`config.mk`:
```
export PLATFORM = sky130hd
export DESIGN_NAME = report_frame_deframer
export DESIGN_NICKNAME = d
export VERILOG_FILES = /design/src/sv/rfd_pkg.sv /design/src/sv/report_frame_deframer.sv /design/src/sv/rfd_parse.sv /design/src/sv/rfd_out_queue.sv
export SDC_FILE = /design/constraint.sdc
export NUM_CORES = 1
export LEC_CHECK = 0
export ABC_AREA = 1
export BUFFER_PORTS_ARGS = -buffer_cell sky130_fd_sc_hd__buf_4
export CAP_MARGIN = 20
export CORE_MARGIN = 5
export CORE_UTILIZATION = 45
export CTS_CLUSTER_SIZE = 10
export DETAILED_ROUTE_END_ITERATION = 12
export HOLD_SLACK_MARGIN = 0.05
export PLACE_DENSITY_LB_ADDON = 0.12
export SYNTH_ARGS = -nofsm -noshare
export SYNTH_HDL_FRONTEND = slang
export SYNTH_SLANG_ARGS = --single-unit
```
`constraint.sdc`:
```
create_clock -name clk -period 6.3 [get_ports clk]
set_input_delay 0.63 -clock clk [delete_from_list [all_inputs] [get_ports clk]]
set_output_delay 0.63 -clock clk [all_outputs]
set_load 0.02 [all_outputs]
```
`src/sv/rfd_pkg.sv`:
```
package rfd_pkg;

  // Configuration register indexes.
  localparam int CFG_IDX_W = 1;
  typedef enum logic [CFG_IDX_W-1:0] {
    CFG_HDR_FIRST  = 1'b0,
    CFG_HDR_SECOND = 1'b1
  } cfg_idx_t;

  localparam logic [7:0] HDR_FIRST_RST  = 8'hAA;
  localparam logic [7:0] HDR_SECOND_RST = 8'h55;

  // Frame layout positions.
  localparam logic [15:0] POS_HDR0     = 16'd0;
  localparam logic [15:0] POS_HDR1     = 16'd1;
  localparam logic [15:0] POS_LEN_HI   = 16'd2;
  localparam logic [15:0] POS_LEN_LO   = 16'd3;
  localparam logic [15:0] POS_CTRL     = 16'd4;
  localparam logic [15:0] POS_FUNC     = 16'd5;
  localparam logic [15:0] POS_TXN      = 16'd6;
  localparam logic [15:0] PAYLOAD_START = 16'd7;
  localparam logic [15:0] MIN_FRAME_BYTES = 16'd8;

  // Control and function byte codes.
  localparam logic [7:0] CTRL_TYPE_MASK   = 8'hC0;
  localparam logic [7:0] CTRL_TYPE_REPORT = 8'h80;
  localparam logic [7:0] FUNC_HEARTBEAT   = 8'h70;
  localparam logic [7:0] FUNC_BOX         = 8'h72;
  localparam logic [7:0] FUNC_QUAD        = 8'h7B;

  typedef enum logic [2:0] {
    ST_OK           = 3'd0,
    ST_TOO_SHORT    = 3'd1,
    ST_BAD_HEADER   = 3'd2,
    ST_LEN_OVERRUN  = 3'd3,
    ST_BAD_CHECKSUM = 3'd4
  } status_t;

  typedef enum logic [2:0] {
    RK_NONE      = 3'd0,
    RK_HEARTBEAT = 3'd1,
    RK_BOX       = 3'd2,
    RK_QUAD      = 3'd3,
    RK_OTHER     = 3'd4
  } report_kind_t;

  typedef enum logic {
    KIND_PAYLOAD = 1'b0,
    KIND_SUMMARY = 1'b1
  } item_kind_t;

  // End of frame summary fields.
  typedef struct packed {
    status_t      status;
    logic [1:0]   frame_type;
    report_kind_t report_kind;
    logic [7:0]   function_code;
    logic [7:0]   transaction_id;
    logic [15:0]  payload_length;
  } summary_t;

  // All results caused by one input beat.
  typedef struct packed {
    logic       pay_v;
    logic       sum_v;
    logic [7:0] payload;
    summary_t   summary;
  } grp_t;

  function automatic report_kind_t kind_of_report(input logic [7:0] ctrl,
                                                  input logic [7:0] func);
    report_kind_t k;
    if ((ctrl & CTRL_TYPE_MASK) != CTRL_TYPE_REPORT) begin
      k = RK_NONE;
    end else if (func == FUNC_HEARTBEAT) begin
      k = RK_HEARTBEAT;
    end else if (func == FUNC_BOX) begin
      k = RK_BOX;
    end else if (func == FUNC_QUAD) begin
      k = RK_QUAD;
    end else begin
      k = RK_OTHER;
    end
    return k;
  endfunction

endpackage

```
`src/sv/report_frame_deframer.sv`:
```
// Each accepted byte passes the input register, then the output queue, before out_*.
// One byte per cycle while the output queue has room; a final byte that lands in the payload yields
// a payload beat and a summary beat, which go out as two separate output beats.
// A four-group output queue absorbs that burst and output stalls.
// Reset: synchronous, active-low rst_n clears frame state and the queue and
// sets the header markers to 0xAA and 0x55.
module report_frame_deframer #(
  parameter int MAX_FRAME_BYTES = 256
) (
  input  logic                          clk,
  input  logic                          rst_n,
  input  logic                          in_valid,
  output logic                          in_ready,
  input  logic [7:0]                    in_rx_byte,
  input  logic                          in_final_byte,
  output logic                          out_valid,
  input  logic                          out_ready,
  output logic                          out_item_kind,
  output logic [7:0]                    out_payload_byte,
  output logic [2:0]                    out_frame_status,
  output logic [1:0]                    out_frame_type,
  output logic [2:0]                    out_report_kind,
  output logic [7:0]                    out_function_code,
  output logic [7:0]                    out_transaction_id,
  output logic [15:0]                   out_payload_length,
  output logic                          out_last_of_run,
  input  logic                          cfg_valid,
  output logic                          cfg_ready,
  input  logic [rfd_pkg::CFG_IDX_W-1:0] cfg_index,
  input  logic [7:0]                    cfg_data
);
  import rfd_pkg::*;

  logic q_ready;
  logic q_push;
  grp_t q_grp;

  // Parser with input register and frame state.
  rfd_parse #(
    .MAX_FRAME_BYTES(MAX_FRAME_BYTES)
  ) u_parse (
    .clk          (clk),
    .rst_n        (rst_n),
    .in_valid     (in_valid),
    .in_ready     (in_ready),
    .in_rx_byte   (in_rx_byte),
    .in_final_byte(in_final_byte),
    .cfg_valid    (cfg_valid),
    .cfg_ready    (cfg_ready),
    .cfg_index    (cfg_index),
    .cfg_data     (cfg_data),
    .q_ready      (q_ready),
    .q_push       (q_push),
    .q_grp        (q_grp)
  );

  // Result queue that splits each group into output beats.
  rfd_out_queue u_out_queue (
    .clk               (clk),
    .rst_n             (rst_n),
    .q_push            (q_push),
    .q_grp             (q_grp),
    .q_ready           (q_ready),
    .out_valid         (out_valid),
    .out_ready         (out_ready),
    .out_item_kind     (out_item_kind),
    .out_payload_byte  (out_payload_byte),
    .out_frame_status  (out_frame_status),
    .out_frame_type    (out_frame_type),
    .out_report_kind   (out_report_kind),
    .out_function_code (out_function_code),
    .out_transaction_id(out_transaction_id),
    .out_payload_length(out_payload_length),
    .out_last_of_run   (out_last_of_run)
  );

endmodule

```
`src/sv/rfd_parse.sv`:
```
module rfd_parse #(
  parameter int MAX_FRAME_BYTES = 256
) (
  input  logic                          clk,
  input  logic                          rst_n,
  input  logic                          in_valid,
  output logic                          in_ready,
  input  logic [7:0]                    in_rx_byte,
  input  logic                          in_final_byte,
  input  logic                          cfg_valid,
  output logic                          cfg_ready,
  input  logic [rfd_pkg::CFG_IDX_W-1:0] cfg_index,
  input  logic [7:0]                    cfg_data,
  input  logic                          q_ready,
  output logic                          q_push,
  output rfd_pkg::grp_t                 q_grp
);
  import rfd_pkg::*;

  localparam logic [15:0] MAX_POS = 16'(MAX_FRAME_BYTES);

  // Input register.
  logic       vld_r;
  logic [7:0] byte_r;
  logic       fin_r;
  logic       go;

  // Header registers.
  logic [7:0] hdr_first_r;
  logic [7:0] hdr_second_r;

  // Frame state.
  logic [15:0] pos_r,      pos_nxt;
  logic [15:0] len_r,      len_nxt;
  logic [7:0]  xor_r,      xor_nxt;
  logic        hdr_ok_r,   hdr_ok_nxt;
  logic [7:0]  ctrl_r,     ctrl_nxt;
  logic [7:0]  func_r,     func_nxt;
  logic [7:0]  txn_r,      txn_nxt;
  logic        chk_ok_r,   chk_ok_nxt;
  logic        chk_seen_r, chk_seen_nxt;

  logic        in_range;
  logic        too_short;
  logic [16:0] chk_pos;
  grp_t        grp;

  assign go        = vld_r && q_ready;
  assign in_ready  = !vld_r || go;
  assign cfg_ready = 1'b1;

  // Capture a beat whenever the input register is free or drains.
  always_ff @(posedge clk) begin
    if (!rst_n) begin
      vld_r <= 1'b0;
    end else if (in_ready) begin
      vld_r <= in_valid;
    end
  end

  always_ff @(posedge clk) begin
    if (in_valid && in_ready) begin
      byte_r <= in_rx_byte;
      fin_r  <= in_final_byte;
    end
  end

  // Header marker registers.
  always_ff @(posedge clk) begin
    if (!rst_n) begin
      hdr_first_r  <= HDR_FIRST_RST;
      hdr_second_r <= HDR_SECOND_RST;
    end else if (cfg_valid && cfg_ready) begin
      case (cfg_idx_t'(cfg_index))
        CFG_HDR_FIRST:  hdr_first_r  <= cfg_data;
        CFG_HDR_SECOND: hdr_second_r <= cfg_data;
        default: ;
      endcase
    end
  end

  // Per-byte parse: field capture, checksum, forwarding and summary.
  always_comb begin
    pos_nxt      = pos_r;
    len_nxt      = len_r;
    xor_nxt      = xor_r;
    hdr_ok_nxt   = hdr_ok_r;
    ctrl_nxt     = ctrl_r;
    func_nxt     = func_r;
    txn_nxt      = txn_r;
    chk_ok_nxt   = chk_ok_r;
    chk_seen_nxt = chk_seen_r;
    grp          = '0;
    in_range     = pos_r < MAX_POS;
    chk_pos      = {1'b0, PAYLOAD_START} + {1'b0, len_r};
    too_short    = in_range && (pos_r < (MIN_FRAME_BYTES - 16'd1));

    if (in_range) begin
      pos_nxt = pos_r + 16'd1;
      if (pos_r == POS_HDR0) begin
        hdr_ok_nxt = (byte_r == hdr_first_r);
      end else if (pos_r == POS_HDR1) begin
        hdr_ok_nxt = hdr_ok_r && (byte_r == hdr_second_r);
      end else if (pos_r == POS_LEN_HI) begin
        len_nxt = {byte_r, 8'h00};
        xor_nxt = xor_r ^ byte_r;
      end else if (pos_r == POS_LEN_LO) begin
        len_nxt = {len_r[15:8], byte_r};
        xor_nxt = xor_r ^ byte_r;
      end else if (pos_r == POS_CTRL) begin
        ctrl_nxt = byte_r;
        xor_nxt  = xor_r ^ byte_r;
      end else if (pos_r == POS_FUNC) begin
        func_nxt = byte_r;
        xor_nxt  = xor_r ^ byte_r;
      end else if (pos_r == POS_TXN) begin
        txn_nxt = byte_r;
        xor_nxt = xor_r ^ byte_r;
      end else if ({1'b0, pos_r} < chk_pos) begin
        xor_nxt     = xor_r ^ byte_r;
        grp.pay_v   = 1'b1;
        grp.payload = byte_r;
      end else if ({1'b0, pos_r} == chk_pos) begin
        chk_seen_nxt = 1'b1;
        chk_ok_nxt   = (byte_r == xor_r);
      end
    end

    // Summary uses the state as updated by this byte.
    grp.sum_v = fin_r;
    if (too_short) begin
      grp.summary.status = ST_TOO_SHORT;
    end else if (!hdr_ok_nxt) begin
      grp.summary.status = ST_BAD_HEADER;
    end else if (!chk_seen_nxt) begin
      grp.summary.status = ST_LEN_OVERRUN;
    end else if (!chk_ok_nxt) begin
      grp.summary.status = ST_BAD_CHECKSUM;
    end else begin
      grp.summary.status = ST_OK;
    end
    grp.summary.frame_type     = ctrl_nxt[7:6];
    grp.summary.report_kind    = kind_of_report(ctrl_nxt, func_nxt);
    grp.summary.function_code  = func_nxt;
    grp.summary.transaction_id = txn_nxt;
    grp.summary.payload_length = len_nxt;

    // The final byte returns the frame state to its reset values.
    if (fin_r) begin
      pos_nxt      = '0;
      len_nxt      = '0;
      xor_nxt      = '0;
      hdr_ok_nxt   = 1'b1;
      ctrl_nxt     = '0;
      func_nxt     = '0;
      txn_nxt      = '0;
      chk_ok_nxt   = 1'b0;
      chk_seen_nxt = 1'b0;
    end
  end

  // Frame state registers.
  always_ff @(posedge clk) begin
    if (!rst_n) begin
      pos_r      <= '0;
      len_r      <= '0;
      xor_r      <= '0;
      hdr_ok_r   <= 1'b1;
      ctrl_r     <= '0;
      func_r     <= '0;
      txn_r      <= '0;
      chk_ok_r   <= 1'b0;
      chk_seen_r <= 1'b0;
    end else if (go) begin
      pos_r      <= pos_nxt;
      len_r      <= len_nxt;
      xor_r      <= xor_nxt;
      hdr_ok_r   <= hdr_ok_nxt;
      ctrl_r     <= ctrl_nxt;
      func_r     <= func_nxt;
      txn_r      <= txn_nxt;
      chk_ok_r   <= chk_ok_nxt;
      chk_seen_r <= chk_seen_nxt;
    end
  end

  assign q_push = go && (grp.pay_v || grp.sum_v);
  assign q_grp  = grp;

`ifndef ASSERT_OFF
  // The position never runs past its bound.
  a_pos_bound: assert property (@(posedge clk) disable iff (!rst_n)
    pos_r <= MAX_POS)
    else $error("byte position beyond bound");

  // A processed final byte restarts the frame.
  a_fin_clear: assert property (@(posedge clk) disable iff (!rst_n)
    (go && fin_r) |=> (pos_r == '0 && xor_r == '0 && hdr_ok_r))
    else $error("frame state not cleared after final byte");
`endif

endmodule

```
`src/sv/rfd_out_queue.sv`:
```
module rfd_out_queue (
  input  logic          clk,
  input  logic          rst_n,
  input  logic          q_push,
  input  rfd_pkg::grp_t q_grp,
  output logic          q_ready,
  output logic          out_valid,
  input  logic          out_ready,
  output logic          out_item_kind,
  output logic [7:0]    out_payload_byte,
  output logic [2:0]    out_frame_status,
  output logic [1:0]    out_frame_type,
  output logic [2:0]    out_report_kind,
  output logic [7:0]    out_function_code,
  output logic [7:0]    out_transaction_id,
  output logic [15:0]   out_payload_length,
  output logic          out_last_of_run
);
  import rfd_pkg::*;

  localparam int DEPTH = 4;
  localparam int PTR_W = $clog2(DEPTH);
  localparam int CNT_W = $clog2(DEPTH + 1);

  grp_t             q_r [DEPTH];
  logic [PTR_W-1:0] wr_ptr_r;
  logic [PTR_W-1:0] rd_ptr_r;
  logic [CNT_W-1:0] cnt_r;
  logic             half_r;

  grp_t head;
  logic emit_sum;
  logic item_last;
  logic beat;
  logic pop;

  assign q_ready   = cnt_r != CNT_W'(DEPTH);
  assign out_valid = cnt_r != '0;
  assign head      = q_r[rd_ptr_r];

  // A group with a payload byte and a summary goes out in two beats.
  assign emit_sum  = !head.pay_v || half_r;
  assign item_last = emit_sum || !head.sum_v;
  assign beat      = out_valid && out_ready;
  assign pop       = beat && item_last;

  always_ff @(posedge clk) begin
    if (q_push) begin
      q_r[wr_ptr_r] <= q_grp;
    end
  end

  // Pointers, fill count and the second-beat flag.
  always_ff @(posedge clk) begin
    if (!rst_n) begin
      wr_ptr_r <= '0;
      rd_ptr_r <= '0;
      cnt_r    <= '0;
      half_r   <= 1'b0;
    end else begin
      if (q_push) begin
        wr_ptr_r <= wr_ptr_r + PTR_W'(1);
      end
      if (pop) begin
        rd_ptr_r <= rd_ptr_r + PTR_W'(1);
      end
      if (q_push && !pop) begin
        cnt_r <= cnt_r + CNT_W'(1);
      end else if (pop && !q_push) begin
        cnt_r <= cnt_r - CNT_W'(1);
      end
      if (pop) begin
        half_r <= 1'b0;
      end else if (beat) begin
        half_r <= 1'b1;
      end
    end
  end

  // Result fields; the unused side of each item kind reads as zero.
  always_comb begin
    out_last_of_run = item_last;
    if (emit_sum) begin
      out_item_kind      = KIND_SUMMARY;
      out_payload_byte   = '0;
      out_frame_status   = head.summary.status;
      out_frame_type     = head.summary.frame_type;
      out_report_kind    = head.summary.report_kind;
      out_function_code  = head.summary.function_code;
      out_transaction_id = head.summary.transaction_id;
      out_payload_length = head.summary.payload_length;
    end else begin
      out_item_kind      = KIND_PAYLOAD;
      out_payload_byte   = head.payload;
      out_frame_status   = '0;
      out_frame_type     = '0;
      out_report_kind    = '0;
      out_function_code  = '0;
      out_transaction_id = '0;
      out_payload_length = '0;
    end
  end

`ifndef ASSERT_OFF
  // The fill count stays within the queue depth.
  a_cnt_bound: assert property (@(posedge clk) disable iff (!rst_n)
    cnt_r <= CNT_W'(DEPTH))
    else $error("queue count beyond depth");

  // Every stored group carries at least one result.
  a_head_nonempty: assert property (@(posedge clk) disable iff (!rst_n)
    out_valid |-> (head.pay_v || head.sum_v))
    else $error("empty group at queue head");

  // The second beat only exists for a group holding both results.
  a_half_pair: assert property (@(posedge clk) disable iff (!rst_n)
    half_r |-> (out_valid && head.pay_v && head.sum_v))
    else $error("second beat without a payload and summary pair");
`endif

endmodule
```
**Word level (Yosys, flattened, before mapping)**

Memory sizes are Yosys's and may differ from the RTL's. A register that Yosys moved wholly into a read port is not among the register bits.
Index checks and enable logic that the tools add are counted.

- Word-level logic and storage cells: 184
- Output and inout port bits: 53
- RAM bits: 200
- Register bits: 95
- Memories kept: 1
- Input port bits: 23

Memories:

| name | words | width | read ports | clocked after memory_dff | wr ports | line | text |
|---|---|---|---|---|---|---|---|
| u_out_queue.q_r | 4 | 50 | 1 | 1 | 1 | rfd_out_queue.sv:25 | `grp_t q_r [DEPTH];` |

- Equal/unequal tests: 17
- Bitwise operators: 3
- Multiplexer cells: 108
- Order comparisons: 3
- Reduce and logical (&&, ||, !) cells: 28
- Add/sub/neg operators: 6

Operators by type and width:

| kind | number |
|---|---|
| $mux W8 | 47 |
| $mux W16 | 8 |
| $eq A16 B3 Y1 const B | 3 |
| $mux W1 | 38 |
| $mux W3 | 12 |
| $eq A16 B2 Y1 const B | 2 |
| $eq A8 B7 Y1 const B | 3 |
| $eq A8 B8 Y1 | 3 |
| $add A3 B16 Y17 const A | 1 |
| $eq A16 B17 Y1 | 1 |
| $lt A16 B17 Y1 | 1 |
| $add A16 B1 Y16 const B | 1 |
| $eq A16 B1 Y1 const B | 1 |
| $logic_not A16 Y1 | 1 |
| $lt A16 B3 Y1 const B | 1 |
| $lt A16 B9 Y1 const B | 1 |
| $logic_and A1 B1 Y1 | 9 |
| $xor A8 B8 Y8 | 1 |
| $reduce_bool A7 Y1 | 1 |
| $mux W2 | 3 |
| $reduce_and A2 Y1 | 3 |
| $logic_not A1 Y1 | 5 |
| $reduce_and A5 Y1 | 1 |
| $add A2 B1 Y2 const B | 2 |
| 10 further kinds | 16 |

**Longest topological paths before layout**

Gate-level depths: netlist of the first run.

- Depth after elaboration: 17
- Gate-level depth with buffers: 29
- Gate-level depth less buffers: 29

**Hierarchy**

Synthesis of the first run repeated with hierarchy kept, for this count alone.

- Cells, all modules: 1435
- Area total of the unflattened synthesis: 13680.6 um^2

By module, submodules not included:

| module | times used | cells an instance | area each (um^2) |
|---|---|---|---|
| rfd_out_queue | 1 | 660 | 8323.0 |
| rfd_parse | 1 | 775 | 5357.6 |

**Worst setup path after synthesis of the first run**

OpenSTA, ideal clock, no wires.

- Kind: register to register
- Start: register u_parse.len_r[0]
- End: memory u_out_queue.q_r[0][0] in the netlist's numbering (enable)
- Path buffers: 0
- Slack: 1061 ps
- Arrival time: 4781 ps
- Cell stages (with the launch flop): 21
- Data required time: 5842 ps
- Library setup time: 458 ps
- Path through: dfxtp_1 > inv_1 > ha_1 > a21oi_1 > nand2_1 > nor2_1 > inv_1 > nor2_1 > nand3_1 > xor2_1 > ha_1 > nand2_1 > nor2_1 > and2_1 > nand2_1 > nand3_1 > nand2_1 > nand2_2 > nand2_1 > nand2_2 > nor2_1

- Word-level cells in the longest chain between the ends: 15

Ends and longest elaborated chain:

| what | line | text |
|---|---|---|
| start: declaration | rfd_parse.sv:34 | `logic [15:0] len_r, len_nxt;` |
| start signal: assignment | rfd_parse.sv:176 | `len_r <= len_nxt;` |
| $add A3 B16 Y17 | rfd_parse.sv:95 | `chk_pos = {1'b0, PAYLOAD_START} + {1'b0, len_r};` |
| $lt A16 B17 Y1 | rfd_parse.sv:119 | `end else if ({1'b0, pos_r} < chk_pos) begin` |
| $mux W1 | rfd_parse.sv:119 |  |
| $mux W1 | rfd_parse.sv:116 | `end else if (pos_r == POS_TXN) begin` |
| $mux W1 | rfd_parse.sv:113 | `end else if (pos_r == POS_FUNC) begin` |
| $mux W1 | rfd_parse.sv:110 | `end else if (pos_r == POS_CTRL) begin` |
| $mux W1 | rfd_parse.sv:107 | `end else if (pos_r == POS_LEN_LO) begin` |
| $mux W1 | rfd_parse.sv:104 | `end else if (pos_r == POS_LEN_HI) begin` |
| $mux W1 | rfd_parse.sv:102 | `end else if (pos_r == POS_HDR1) begin` |
| $mux W1 | rfd_parse.sv:100 | `if (pos_r == POS_HDR0) begin` |
| $mux W1 | rfd_parse.sv:98 | `if (in_range) begin` |
| $logic_or A1 B1 Y1 | rfd_parse.sv:187 | `assign q_push = go && (grp.pay_v \|\| grp.sum_v);` |
| $logic_and A1 B1 Y1 | rfd_parse.sv:187 |  |
| $mux W1 | rfd_out_queue.sv:48 | `if (q_push) begin` |
| $mux W1 (not written as such) | rfd_out_queue.sv:49 | `q_r[wr_ptr_r] <= q_grp;` |
| end: declaration | rfd_out_queue.sv:25 |  |

No other way between the ends.

**Worst setup path after layout of the first run**

- Start: register u_parse.len_r[0]
- End: memory u_out_queue.q_r[1][22] in the netlist's numbering (enable)

Same word-level chain as after synthesis.

==> results of run 1 <==
## layout make-up
type	instances	area, um2	share of cell area
Sequential cell	297	8040	0.524
Multi-Input combinational cell	900	4610	0.301
Clock buffer	54	978	0.0638
Timing Repair Buffer	87	678	0.0442
Inverter	134	503	0.0328
Tap cell	390	488	0.0318
Clock inverter	4	33.8	0.00220
## metal layers
layer / routed length [um] / vias to the layer above / share of wire / global-route usage
met2: 15600 / 238 / 0.47 / 0.331
met3: 1350 / 60 / 0.041 / 0.0233
met5: 0 / - / 0 / 0
met1: 15200 / 4625 / 0.46 / 0.278
met4: 844 / 0 / 0.026 / 0.0591
li1: - / 4819 / - / -
## state kept, by name (all words and copies together), names as in the netlist, named ones only
| signal | cells |
|---|---|
| u_out_queue.q_r | 200 |
| u_parse.len_r | 16 |
| u_parse.pos_r | 16 |
| u_parse.byte_r | 8 |
| u_parse.func_r | 8 |
| u_parse.hdr_first_r | 8 |
| u_parse.hdr_second_r | 8 |
| u_parse.txn_r | 8 |
| u_parse.xor_r | 8 |
| u_out_queue.cnt_r | 3 |
| u_out_queue.rd_ptr_r | 2 |
| u_out_queue.wr_ptr_r | 2 |
| u_parse.ctrl_r | 2 |
| u_out_queue.half_r | 1 |
| u_parse.chk_ok_r | 1 |
| u_parse.chk_seen_r | 1 |
| u_parse.fin_r | 1 |
| u_parse.hdr_ok_r | 1 |
| u_parse.vld_r | 1 |
## power groups by stage
stage	sequential [mW]	clock, mW	combinational (mW)
3_3_place_gp	2.24	0	1.28
2_1_floorplan	2.22	0	0.799
5_1_grt	2.20	1.92	1.41
6_report	2.20	1.81	1.27
4_1_cts	2.20	1.84	1.30
3_5_place_dp	2.24	0	1.29
## stage by stage
| step | cells | worst slack [ps] | hold WS (ps) | power, mW |
|---|---|---|---|---|
| final | 1866 | 1830 | 296 | 5.27 |
| after global routing | 1866 | 1370 | 283 | 5.53 |
| after CTS | 1865 | 1800 | 282 | 5.34 |
| after detailed placement | 1807 | 1820 | 455 | 3.53 |
| after global placement | 1807 | 1920 | 449 | 3.52 |
| after floorplan | 1390 | 1060 | 436 | 3.02 |
## placed cells by master (no fill, tap or decap), types with 3 or more instances in the layout
cell type    n
o21ai_0    138
nor3_1       7
buf_4       85
nand2_2      3
nor2_1     203
nor2_4       8
edfxtp_1   209
nand3_2      3
clkbuf_16   36
nand2_1    250
nor2_2       3
o21bai_1     3
xor2_1      23
and2_1       3
o22ai_1     42
nand4_1     12
inv_2        8
nand3_1     44
clkbuf_1    17
a21oi_1     73
xnor2_1     11
o21ai_1     10
ha_1        26
dfxtp_1     87
inv_1      126
o21ai_2     14
## worst reg2reg max path: stages (launching register included)
cell and delay [ps]:
dfxtp_1 350, inv_1 80, ha_1 220, a21oi_1 360, nand2_1 90, nor2_1 160
inv_1 60, nor2_1 140, nand3_1 110, xor2_1 160, ha_1 330, nand2_1 80
nor2_1 40, and2_1 160, nand2_1 60, nand3_1 160, nand2_1 150, nand2_2 150
nand2_1 110, nand2_2 180, nor2_4 660, buf_12 320
## path summary, 6_finish.rpt
path	startpoint	to	slack, ps	depth (start not counted)
setup / recovery	u_parse.len_r[0]	u_out_queue.q_r[1][22]	1830	21
hold / removal	in_rx_byte[0]	u_parse.byte_r[0]	300	1
setup reg to reg	u_parse.len_r[0]	u_out_queue.q_r[1][22]	1830	21
hold reg to reg	u_parse.pos_r[9]	u_parse.pos_r[9]	460	2
## kinds of logic (layout without fill, tap and decap cells)
family                     Yosys count  after routing  synth area share
buffers and inverters              193            279            0.0566
xor gates and xnor gates            34             34            0.0223
DFF                                297            297             0.601
other                                1              1          0.000281
AOI/OAI and AO/OA                  289            289             0.119
and+or+nand+nor                    549            549             0.174
adders and majority gates           27             27            0.0258
==> insert_results.sql, run 1 <==
INSERT INTO impl_metrics (metric_group, metric, value, unit) VALUES
('cells_and_area', 'area.growth.synth_to_final', '14.8', '%'),
('synth', 'netlist-cell-type-count', '47', ''),
('critical_path', 'path_max_fanout', '29', ''),
('clocking', 'ctsLongestPathBuffers', '3', ''),
('die', 'dieWidth', '182', 'um'),
('synth', 'ys_ff_latch', '297', ''),
('critical_path', 'critPathMostFrequentCell', 'nand2_1', ''),
('global_route', 'largest_net_degree_at_the_start_of_global_routing', '101', ''),
('synth', 'synth-warning-count', '0', ''),
('timing', 'finalClockSkew', '23.4', 'ps'),
('die', 'die_height', '182', 'um'),
('critical_path', 'required', '6500', 'ps'),
('global_route', 'grt_pass1_vias', '9635', ''),
('power_and_ir_drop', 'leakage', '6.02', 'nW'),
('power_and_ir_drop', 'power.clock.fraction', '0.343', ''),
('cells_and_area', 'fin_nets', '1506', ''),
('critical_path', 'critical_path.top_delay_family', 'simple AND/OR/NAND/NOR gates', ''),
('timing', 'post-route-min-period', '4470', 'ps'),
('timing', 'worst_slew_pin_slew', '1030', 'ps'),
('synth', 'synth_edf_count', '209', ''),
('critical_path', 'largest_incremental_delay_on_the_critical_path', '660', 'ps'),
('synth', 'post_synth_inst_count', '1390', ''),
('cells_and_area', 'number_of_inserted_diodes', '0', ''),
('timing', 'timing.setup.tns', '0', 'ps'),
('critical_path', 'critical_path_buf_inv_count', '3', ''),
('place', 'post-dp-hpwl', '21.0', 'mm'),
('status', 'status', 'complete, no violations', ''),
('clocking', 'clock_tree.htree_level_count', '2', ''),
('critical_path', 'slowest_stage', 'nor2_4', ''),
('route', 'drt-pass1-iter-count', '8', ''),
('synth', 'asyncSetResetFlopFracSynth', '0', ''),
('timing', 'timing.max_slew.rel_slack', '0.311', ''),
('synth', 'mappedNetlistArea', '13400', 'um2'),
('global_route', 'grt_pass1_wl', '52.8', 'mm'),
('route', 'avgViaCountPerCell', '5.22', ''),
('place', 'place.gp.congestion', '0.868', ''),
('synth', 'post_synth_most_frequent_cells', 'nand2_1 (250), edfxtp_1 (209), nor2_1 (208)', ''),
('place', 'io_buffer_count', '74', ''),
('route', 'routedWlPerCell', '17.7', 'um'),
('clocking', 'tritoncts_clock_tree', 'done', ''),
('timing', 'min_period_over_period', '0.709', ''),
('timing', 'drv_slew', '0', ''),
('route', 'drt_first_iter_violations', '706', ''),
('clocking', 'cts.sinks', '297', ''),
('synth', 'synth_nets', '1440', ''),
('power_and_ir_drop', 'netSwitchingFraction', '0.310', ''),
('clocking', 'post_cts_resized', '0', ''),
('critical_path', 'cp_cell_sequence', 'inv_1, ha_1, a21oi_1, nand2_1, nor2_1, inv_1, nor2_1, nand3_1, xor2_1, ha_1, nand2_1, nor2_1, and2_1, nand2_1, nand3_1, nand2_1, nand2_2, nand2_1, nand2_2, nor2_4, buf_12', ''),
('critical_path', 'critPathCaptureType', 'flop', ''),
('power_and_ir_drop', 'power.ir.vdd_worst', '0.202', 'mV'),
('die', 'rows', '63', ''),
('cells_and_area', 'layout.core_utilization', '0.520', ''),
('job', 'timing.max_cap.violations', '0', ''),
('clocking', 'cts_inserted_buffers', '36', ''),
('die', 'coreArea', '29500', 'um2'),
('route', 'route.final.wire_length', '33.0', 'mm'),
('synth', 'synthDominantAreaCellType', 'edfxtp_1', ''),
('die', 'initial_core_util', '0.453', ''),
('timing', 'finalHoldViolations', '0', ''),
('clocking', 'buffer_count_from_post_cts_setup_fixing', '0', ''),
('clocking', 'cts_root_buffer', 'clkbuf_16', ''),
('cells_and_area', 'n_fill_cell', '2721', ''),
('clocking', 'cts.hold.buffers_added', '0', ''),
('timing', 'finalSetupViolCount', '0', ''),
('synth', 'synth_area_per_cell', '9.61', 'um2'),
('route', 'vias', '9742', ''),
('critical_path', 'timing.critical_path.arrival', '4660', 'ps'),
('timing', 'rsz_0062_raised_after_global_routing', 'no', ''),
('clocking', 'clkTransAtPathRegs', '60', 'ps'),
('synth', 'ys_dominant_reg_cell', 'edfxtp_1', ''),
('global_route', 'gr-usage-all-layers', '0.199', '');
Note: power is estimated with default switching activity, not from simulation.
==> run 2: changes to the inputs <==
==> constraint.sdc (replaced) <==
create_clock -name clk -period 4.1 [get_ports clk]
set_input_delay 0.41 -clock clk [delete_from_list [all_inputs] [get_ports clk]]
set_output_delay 0.41 -clock clk [all_outputs]
set_load 0.02 [all_outputs]
==> run 2 against run 1 <==
Sequential cell count stayed put. Non-clock buffer count is 9 higher. Count of clock-buffer cells in the layout is 9 higher. Global-route usage is 0.39 points lower. Total power is 57% higher. Sequential share of layout area is 0.73 points lower. Routed wire length is 1.3% lower. Clock power is 62% higher. Worst setup slack worse by 1500 ps. Register-to-register slack worse by 1500 ps. First-iteration DRC count is 3.0% lower. Cell count is 0.86% higher. Critical endpoint is now u_out_queue.cnt_r[2]. Largest cell class unchanged. Highest routed layer unchanged.
==> insert_results.sql, run 2 (synthesis results as in run 1) <==
INSERT INTO impl_metrics (metric_group, metric, value, unit) VALUES
('die', 'dieWidth', '182', 'um'),
('timing', 'max_clock_freq', '0.266', 'GHz'),
('clocking', 'clk_latency', '510', 'ps'),
('critical_path', 'slowest_stage', 'fa_2', ''),
('critical_path', 'largest_incremental_delay_on_the_critical_path', '380', 'ps'),
('clocking', 'cts_root_buffer', 'clkbuf_16', ''),
('clocking', 'cts.sinks', '297', ''),
('global_route', 'largest_net_degree_at_the_start_of_global_routing', '63', ''),
('timing', 'finalClockSkew', '10.3', 'ps'),
('place', 'place.gp.congestion', '0.843', ''),
('timing', 'post-route-min-period', '3750', 'ps'),
('route', 'routedWlPerCell', '17.3', 'um'),
('cells_and_area', 'largest_register_ff_count', '200', ''),
('clocking', 'tritoncts_clock_tree', 'done', ''),
('clocking', 'clkTransAtPathRegs', '50', 'ps'),
('route', 'vias', '9783', ''),
('global_route', 'antenna_found_initial', '0', ''),
('timing', 'worst_slew_pin_slew', '679', 'ps'),
('cells_and_area', 'final_cell_mix', 'nand2_1 (248), edfxtp_1 (209), nor2_1 (198), o21ai_0 (138), inv_1 (125)', ''),
('route', 'drt-pass1-iter-count', '5', ''),
('timing', 'rsz_0062_raised_after_global_routing', 'no', ''),
('cells_and_area', 'number_of_inserted_diodes', '0', ''),
('place', 'io_buffer_count', '74', ''),
('die', 'die_area', '33200', 'um2'),
('timing', 'drv_slew', '0', ''),
('critical_path', 'timing.critical_path.arrival', '4200', 'ps'),
('die', 'num_io_pins', '76', ''),
('status', 'status', 'complete, no violations', ''),
('die', 'initial_core_util', '0.453', ''),
('route', 'route.final.wire_length', '32.6', 'mm'),
('timing', 'min_period_over_period', '0.916', ''),
('route', 'avgViaCountPerCell', '5.20', ''),
('cells_and_area', 'layout_commonest_cell', 'nand2_1', ''),
('global_route', 'gr-usage-all-layers', '0.195', ''),
('global_route', 'grt_overflow', '0', ''),
('timing', 'finalHoldViolations', '0', ''),
('clocking', 'cts_inserted_buffers', '36', ''),
('critical_path', 'criticalPathCategory', 'flop to flop', ''),
('worst_hold_path', 'hold_path.class', 'input port to flop', ''),
('die', 'die_height', '182', 'um'),
('power_and_ir_drop', 'power.ir.vdd_worst', '0.327', 'mV'),
('global_route', 'grt_pass1_vias', '9538', ''),
('cells_and_area', 'drive_gt1_frac', '0.137', ''),
('route', 'detail-route-antenna-nets', '0', ''),
('timing', 'finalSetupViolCount', '0', ''),
('cells_and_area', 'top_register', 'u_out_queue.q_r', ''),
('die', 'coreArea', '29500', 'um2'),
('clocking', 'cts.hold.buffers_added', '0', ''),
('clocking', 'clock_tree.htree_level_count', '2', ''),
('clocking', 'ctsLongestPathBuffers', '3', ''),
('global_route', 'grt_pass1_wl', '51.8', 'mm'),
('critical_path', 'crit_path_start_kind', 'flop', ''),
('critical_path', 'required', '4540', 'ps'),
('critical_path', 'critPathMostFrequentCell', 'nand2_1', ''),
('critical_path', 'path_max_fanout', '3', ''),
('timing', 'holdWs', '75.6', 'ps'),
('cells_and_area', 'area.growth.synth_to_final', '16.4', '%'),
('route', 'drt_drc_violations_left', '0', ''),
('cells_and_area', 'registers_with_the_most_flip_flops', 'u_out_queue.q_r x200, u_parse.len_r x16, u_parse.pos_r x16', ''),
('place', 'post-dp-hpwl', '20.6', 'mm'),
('die', 'rows', '63', ''),
('power_and_ir_drop', 'power-per-cell-area', '531', 'nW/um2'),
('cells_and_area', 'layout.core_utilization', '0.528', ''),
('power_and_ir_drop', 'leakage', '6.11', 'nW'),
('route', 'drt_first_iter_violations', '685', ''),
('timing', 'timing.max_slew.rel_slack', '0.542', ''),
('critical_path', 'critPathCaptureType', 'flop', ''),
('cells_and_area', 'fin_nets', '1515', ''),
('job', 'timing.max_cap.violations', '0', '');
[run 2: through the flow]
step	power [mW]	TNS [ps]	std cells	worst slack, ps	cell area [um2]
4_1_cts	8.36	0	1880	108	15500
3_5_place_dp	5.42	0	1815	138	14400
6_report	8.25	0	1882	346	15600
2_1_floorplan	4.64	-64840	1390	-324	13400
3_3_place_gp	5.40	0	1815	208	14400
5_1_grt	8.68	0	1882	25.2	15600
[run 2: layout make-up]
cell class,count,area [um2]
fill,2711,13900
clock buffer,63,1060
timing repair buffer,96,783
clock inverter,2,25.0
inverter,134,503
sequential,297,8040
tap,390,488
multi-input combinational,900,4650
[run 2: critical path: cells and delay by family (launching register included)]
family                     cells  cell delay, ps
and+or+nand+nor               19            1910
adders and majority gates      3             840
DFF                            1             340
buffers and inverters          3             220
AOI/OAI and AO/OA              2             200
xor gates and xnor gates       1             160
[run 2: report_power, final]
| group | internal [mW] | switching (mW) |
|---|---|---|
| sequential | 3.30 | 0.0729 |
| combinational | 0.658 | 1.29 |
| clock | 1.76 | 1.17 |
| total | 5.72 | 2.53 |
[run 2: path summary, 6_finish.rpt]
| check | slack (ps) | startpoint | endpoint | depth (start not counted) |
|---|---|---|---|---|
| max | 350 | u_parse.len_r[0] | u_out_queue.cnt_r[2] | 28 |
| min | 80 | in_rx_byte[4] | u_parse.byte_r[4] | 1 |
| max reg2reg | 350 | u_parse.len_r[0] | u_out_queue.cnt_r[2] | 28 |
| min reg2reg | 460 | u_parse.pos_r[9] | u_parse.pos_r[9] | 2 |
[run 2: what timing repair did]
action | 4_1_cts | 5_1_grt
setup buffers | 0 | 1
endpoints found under the setup margin | 0 | 2
resized for setup | 0 | 13
[run 2: routing by layer]
metal | track usage | part of all wire | wire length (um) | up-vias
met5 | 0 | 0 | 0 | -
met4 | 0.0606 | 0.027 | 872 | 0
met3 | 0.0279 | 0.048 | 1550 | 62
met2 | 0.324 | 0.48 | 15700 | 210
met1 | 0.268 | 0.45 | 14500 | 4667
li1 | - | - | - | 4844
==> run 3: changes to the inputs <==
--- a/config.mk
+++ b/config.mk
@@ -5,8 +5,7 @@
 export SDC_FILE = /design/constraint.sdc
 export NUM_CORES = 1
 export LEC_CHECK = 0
-export ABC_AREA = 1
-export BUFFER_PORTS_ARGS = -buffer_cell sky130_fd_sc_hd__buf_4
+export BUFFER_PORTS_ARGS = -buffer_cell sky130_fd_sc_hd__clkbuf_2
 export CAP_MARGIN = 20
 export CORE_MARGIN = 5
 export CORE_UTILIZATION = 45
==> run 3 against run 2 <==
Total power decreased by 4.7%. Area after synthesis decreased by 0.86%. Non-clock buffer count increased by 11. First-iteration DRC count decreased by 13%. Sequential power increased by 1%. Cell count decreased by 22%. Die area decreased by 0.81%. Highest routed layer unchanged.
==> insert_results.sql, run 3 <==
INSERT INTO impl_metrics (metric_group, metric, value, unit) VALUES
('cells_and_area', 'fin_nets', '1109', ''),
('die', 'initial_core_util', '0.459', ''),
('synth', 'yosysMostFrequentCell', 'edfxtp_1', ''),
('timing', 'post-route-min-period', '3850', 'ps'),
('global_route', 'antenna_found_initial', '1', ''),
('clocking', 'tritoncts_clock_tree', 'done', ''),
('clocking', 'cts_inserted_buffers', '36', ''),
('timing', 'finalClockSkew', '12.7', 'ps'),
('place', 'dp_slack', '3.82', 'ps'),
('synth', 'asyncSetResetFlopFracSynth', '0', ''),
('synth', 'mappedNetlistArea', '13200', 'um2'),
('route', 'avgViaCountPerCell', '5.46', ''),
('die', 'die_area', '33000', 'um2'),
('power_and_ir_drop', 'power.ir.vdd_worst', '0.261', 'mV'),
('timing', 'worst_slew_pin_slew', '1050', 'ps'),
('timing', 'setup_ws', '254', 'ps'),
('synth', 'post_synth_most_frequent_cells', 'edfxtp_1 (209), nor2b_1 (89), dfxtp_1 (88)', ''),
('route', 'vias', '8012', ''),
('critical_path', 'crit_path_start_kind', 'flop', ''),
('cells_and_area', 'area.growth.synth_to_final', '15.2', '%'),
('critical_path', 'critPathCaptureType', 'flop', ''),
('place', 'post-dp-hpwl', '18.8', 'mm'),
('job', 'timing.max_cap.violations', '0', ''),
('cells_and_area', 'top_register', 'u_out_queue.q_r', ''),
('clocking', 'clock_tree.htree_level_count', '2', ''),
('die', 'rows', '62', ''),
('synth', 'netlist-cell-type-count', '59', ''),
('cells_and_area', 'largest_register_ff_count', '200', ''),
('cells_and_area', 'number_of_inserted_diodes', '0', ''),
('critical_path', 'timing.critical_path.arrival', '4270', 'ps'),
('cells_and_area', 'multiInputGateArea', '4940', 'um2'),
('synth', 'synth_nets', '1026', ''),
('critical_path', 'path_max_fanout', '7', ''),
('clocking', 'ctsLongestPathBuffers', '3', ''),
('synth', 'synth.top_cells.by_area', 'edfxtp_1 (47%), dfxtp_1 (13%), mux4_2 (8.5%)', ''),
('timing', 'max_clock_freq', '0.260', 'GHz'),
('critical_path', 'criticalPathCategory', 'flop to flop', ''),
('synth', 'synth_edf_count', '209', ''),
('die', 'coreArea', '28900', 'um2'),
('cells_and_area', 'layout.area.seq', '8050', 'um2'),
('synth', 'ys_dominant_reg_cell', 'edfxtp_1', ''),
('power_and_ir_drop', 'power-per-cell-area', '515', 'nW/um2'),
('synth', 'ys_seq_area_frac', '0.607', ''),
('timing', 'min_period_over_period', '0.938', ''),
('timing', 'finalHoldViolations', '0', ''),
('route', 'route.final.wire_length', '29.3', 'mm'),
('timing', 'finalSetupViolCount', '0', ''),
('cells_and_area', 'final_cells', '1468', ''),
('global_route', 'largest_net_degree_at_the_start_of_global_routing', '65', ''),
('synth', 'ys_ff_latch', '297', ''),
('place', 'place.gp.congestion', '0.923', ''),
('power_and_ir_drop', 'leakage', '5.33', 'nW'),
('synth', 'synth_area_per_cell', '13.6', 'um2'),
('die', 'die_height', '182', 'um'),
('global_route', 'grt_overflow', '0', ''),
('timing', 'drv_slew', '0', ''),
('synth', 'synthDominantAreaCellType', 'edfxtp_1', ''),
('clocking', 'cts.sinks', '297', ''),
('synth', 'post_synth_inst_count', '976', ''),
('die', 'dieWidth', '182', 'um'),
('route', 'drt-pass1-iter-count', '4', ''),
('clocking', 'cts_root_buffer', 'clkbuf_16', ''),
('route', 'drt_first_iter_violations', '593', ''),
('cells_and_area', 'n_fill_cell', '2503', ''),
('place', 'io_buffer_count', '74', ''),
('clocking', 'cts.hold.buffers_added', '0', ''),
('cells_and_area', 'layout_commonest_cell', 'edfxtp_1', ''),
('timing', 'rsz_0062_raised_after_global_routing', 'no', ''),
('timing', 'timing.max_slew.rel_slack', '0.297', ''),
('critical_path', 'required', '4520', 'ps'),
('route', 'detail-route-antenna-nets', '0', ''),
('global_route', 'grt_pass1_wl', '46.9', 'mm'),
('synth', 'synth.top_cell.area_share', '0.474', ''),
('global_route', 'gr-usage-all-layers', '0.178', ''),
('die', 'num_io_pins', '76', ''),
('place', 'place_inst', '1401', ''),
('cells_and_area', 'final_cell_mix', 'edfxtp_1 (209), nor2b_1 (88), dfxtp_1 (82), clkbuf_2 (74), nand2_1 (60)', ''),
('status', 'status', 'complete, no violations', ''),
('timing', 'holdWs', '86.4', 'ps'),
('clocking', 'clk_latency', '510', 'ps'),
('worst_hold_path', 'hold_path.class', 'input port to flop', ''),
('cells_and_area', 'registers_with_the_most_flip_flops', 'u_out_queue.q_r x200, u_parse.len_r x16, u_parse.pos_r x16', ''),
('route', 'drt_drc_violations_left', '0', ''),
('global_route', 'grt_pass1_vias', '8068', ''),
('route', 'routedWlPerCell', '20.0', 'um'),
('clocking', 'clkTransAtPathRegs', '50', 'ps'),
('cells_and_area', 'drive_gt1_frac', '0.230', ''),
('timing', 'timing.setup.tns', '0', 'ps'),
('synth', 'synth-warning-count', '0', '');
[run 3: cell types whose count changed in the layout (fill, tap and decap cells not counted), moves of 51 or more]
cell,before,now
nand2_1,248,60
nor2_1,198,36
o21ai_0,138,11
inv_1,125,14
nor2b_1,0,88
clkbuf_2,0,74
buf_4,91,29
a21oi_1,72,21
[run 3: worst max-delay path, cell delays in order (launching register included)]
cell	delay [ps]
dfxtp_2	360
inv_1	70
ha_1	220
nand2b_1	100
nand4_1	100
buf_4	180
nor2_2	110
xnor2_1	70
ha_1	310
nand3_2	110
or4_4	560
a31o_2	270
nand4b_1	140
a31oi_2	140
ha_2	210
inv_1	70
fa_1	180
xor2_1	70
or3_1	310
a21boi_0	180
[run 3: kinds of logic (layout without fill, tap and decap cells)]
| family | after synthesis | after routing | synth area share |
|---|---|---|---|
| buf+inv | 77 | 185 | 0.0226 |
| simple gates | 322 | 322 | 0.134 |
| flops | 297 | 297 | 0.607 |
| other cells | 1 | 1 | 0.000283 |
| fa+ha+maj | 27 | 27 | 0.0261 |
| mux | 82 | 82 | 0.111 |
| compound gates | 122 | 122 | 0.0669 |
| xor+xnor | 48 | 48 | 0.0317 |
[run 3: what timing repair did]
| action | 4_1_cts | 5_1_grt |
|---|---|---|
| pin swaps | 0 | 3 |
| resized for setup | 0 | 9 |
| endpoints found under the setup margin | 1 | 2 |
| setup buffers | 1 | 1 |
[run 3: final cells by class]
class | count | area share
Multi-Input combinational cell | 602 | 0.324
Clock buffer | 59 | 0.0660
Tap cell | 384 | 0.0315
Timing Repair Buffer | 107 | 0.0438
Sequential cell | 297 | 0.527
Inverter | 15 | 0.00369
Clock inverter | 4 | 0.00394
[run 3: metrics by stage]
step           instance area [um2]  total power, mW   util
3_5_place_dp                 14100             5.09  0.490
2_1_floorplan                13300             4.60      -
4_1_cts                      15200             7.98  0.527
3_3_place_gp                 14100             5.09  0.490
5_1_grt                      15300             8.24  0.529
6_report                     15300             7.86  0.529
[run 3: path summary, 6_finish.rpt]
check | end | start | slack [ps] | cells past startpoint
min | u_parse.byte_r[6] | in_rx_byte[6] | 90 | 1
min reg2reg | u_parse.hdr_first_r[2] | u_parse.hdr_first_r[2] | 480 | 2
max reg2reg | u_out_queue.cnt_r[2] | u_parse.len_r[0] | 250 | 19
max | u_out_queue.cnt_r[2] | u_parse.len_r[0] | 250 | 19
[run 3: where the power goes]
group / switching [mW] / internal, mW / leakage (nW) / total (mW)
Combinational: 0.878 / 0.689 / 2.13 / 1.57
Sequential: 0.117 / 3.30 / 2.69 / 3.42
Clock: 1.14 / 1.74 / 0.512 / 2.88
[run 3: routing by layer]
metal	GRT usage	wire length (um)
met1	0.259	14100
met2	0.280	13300
met3	0.0290	1260
met4	0.0480	675
met5	0	0
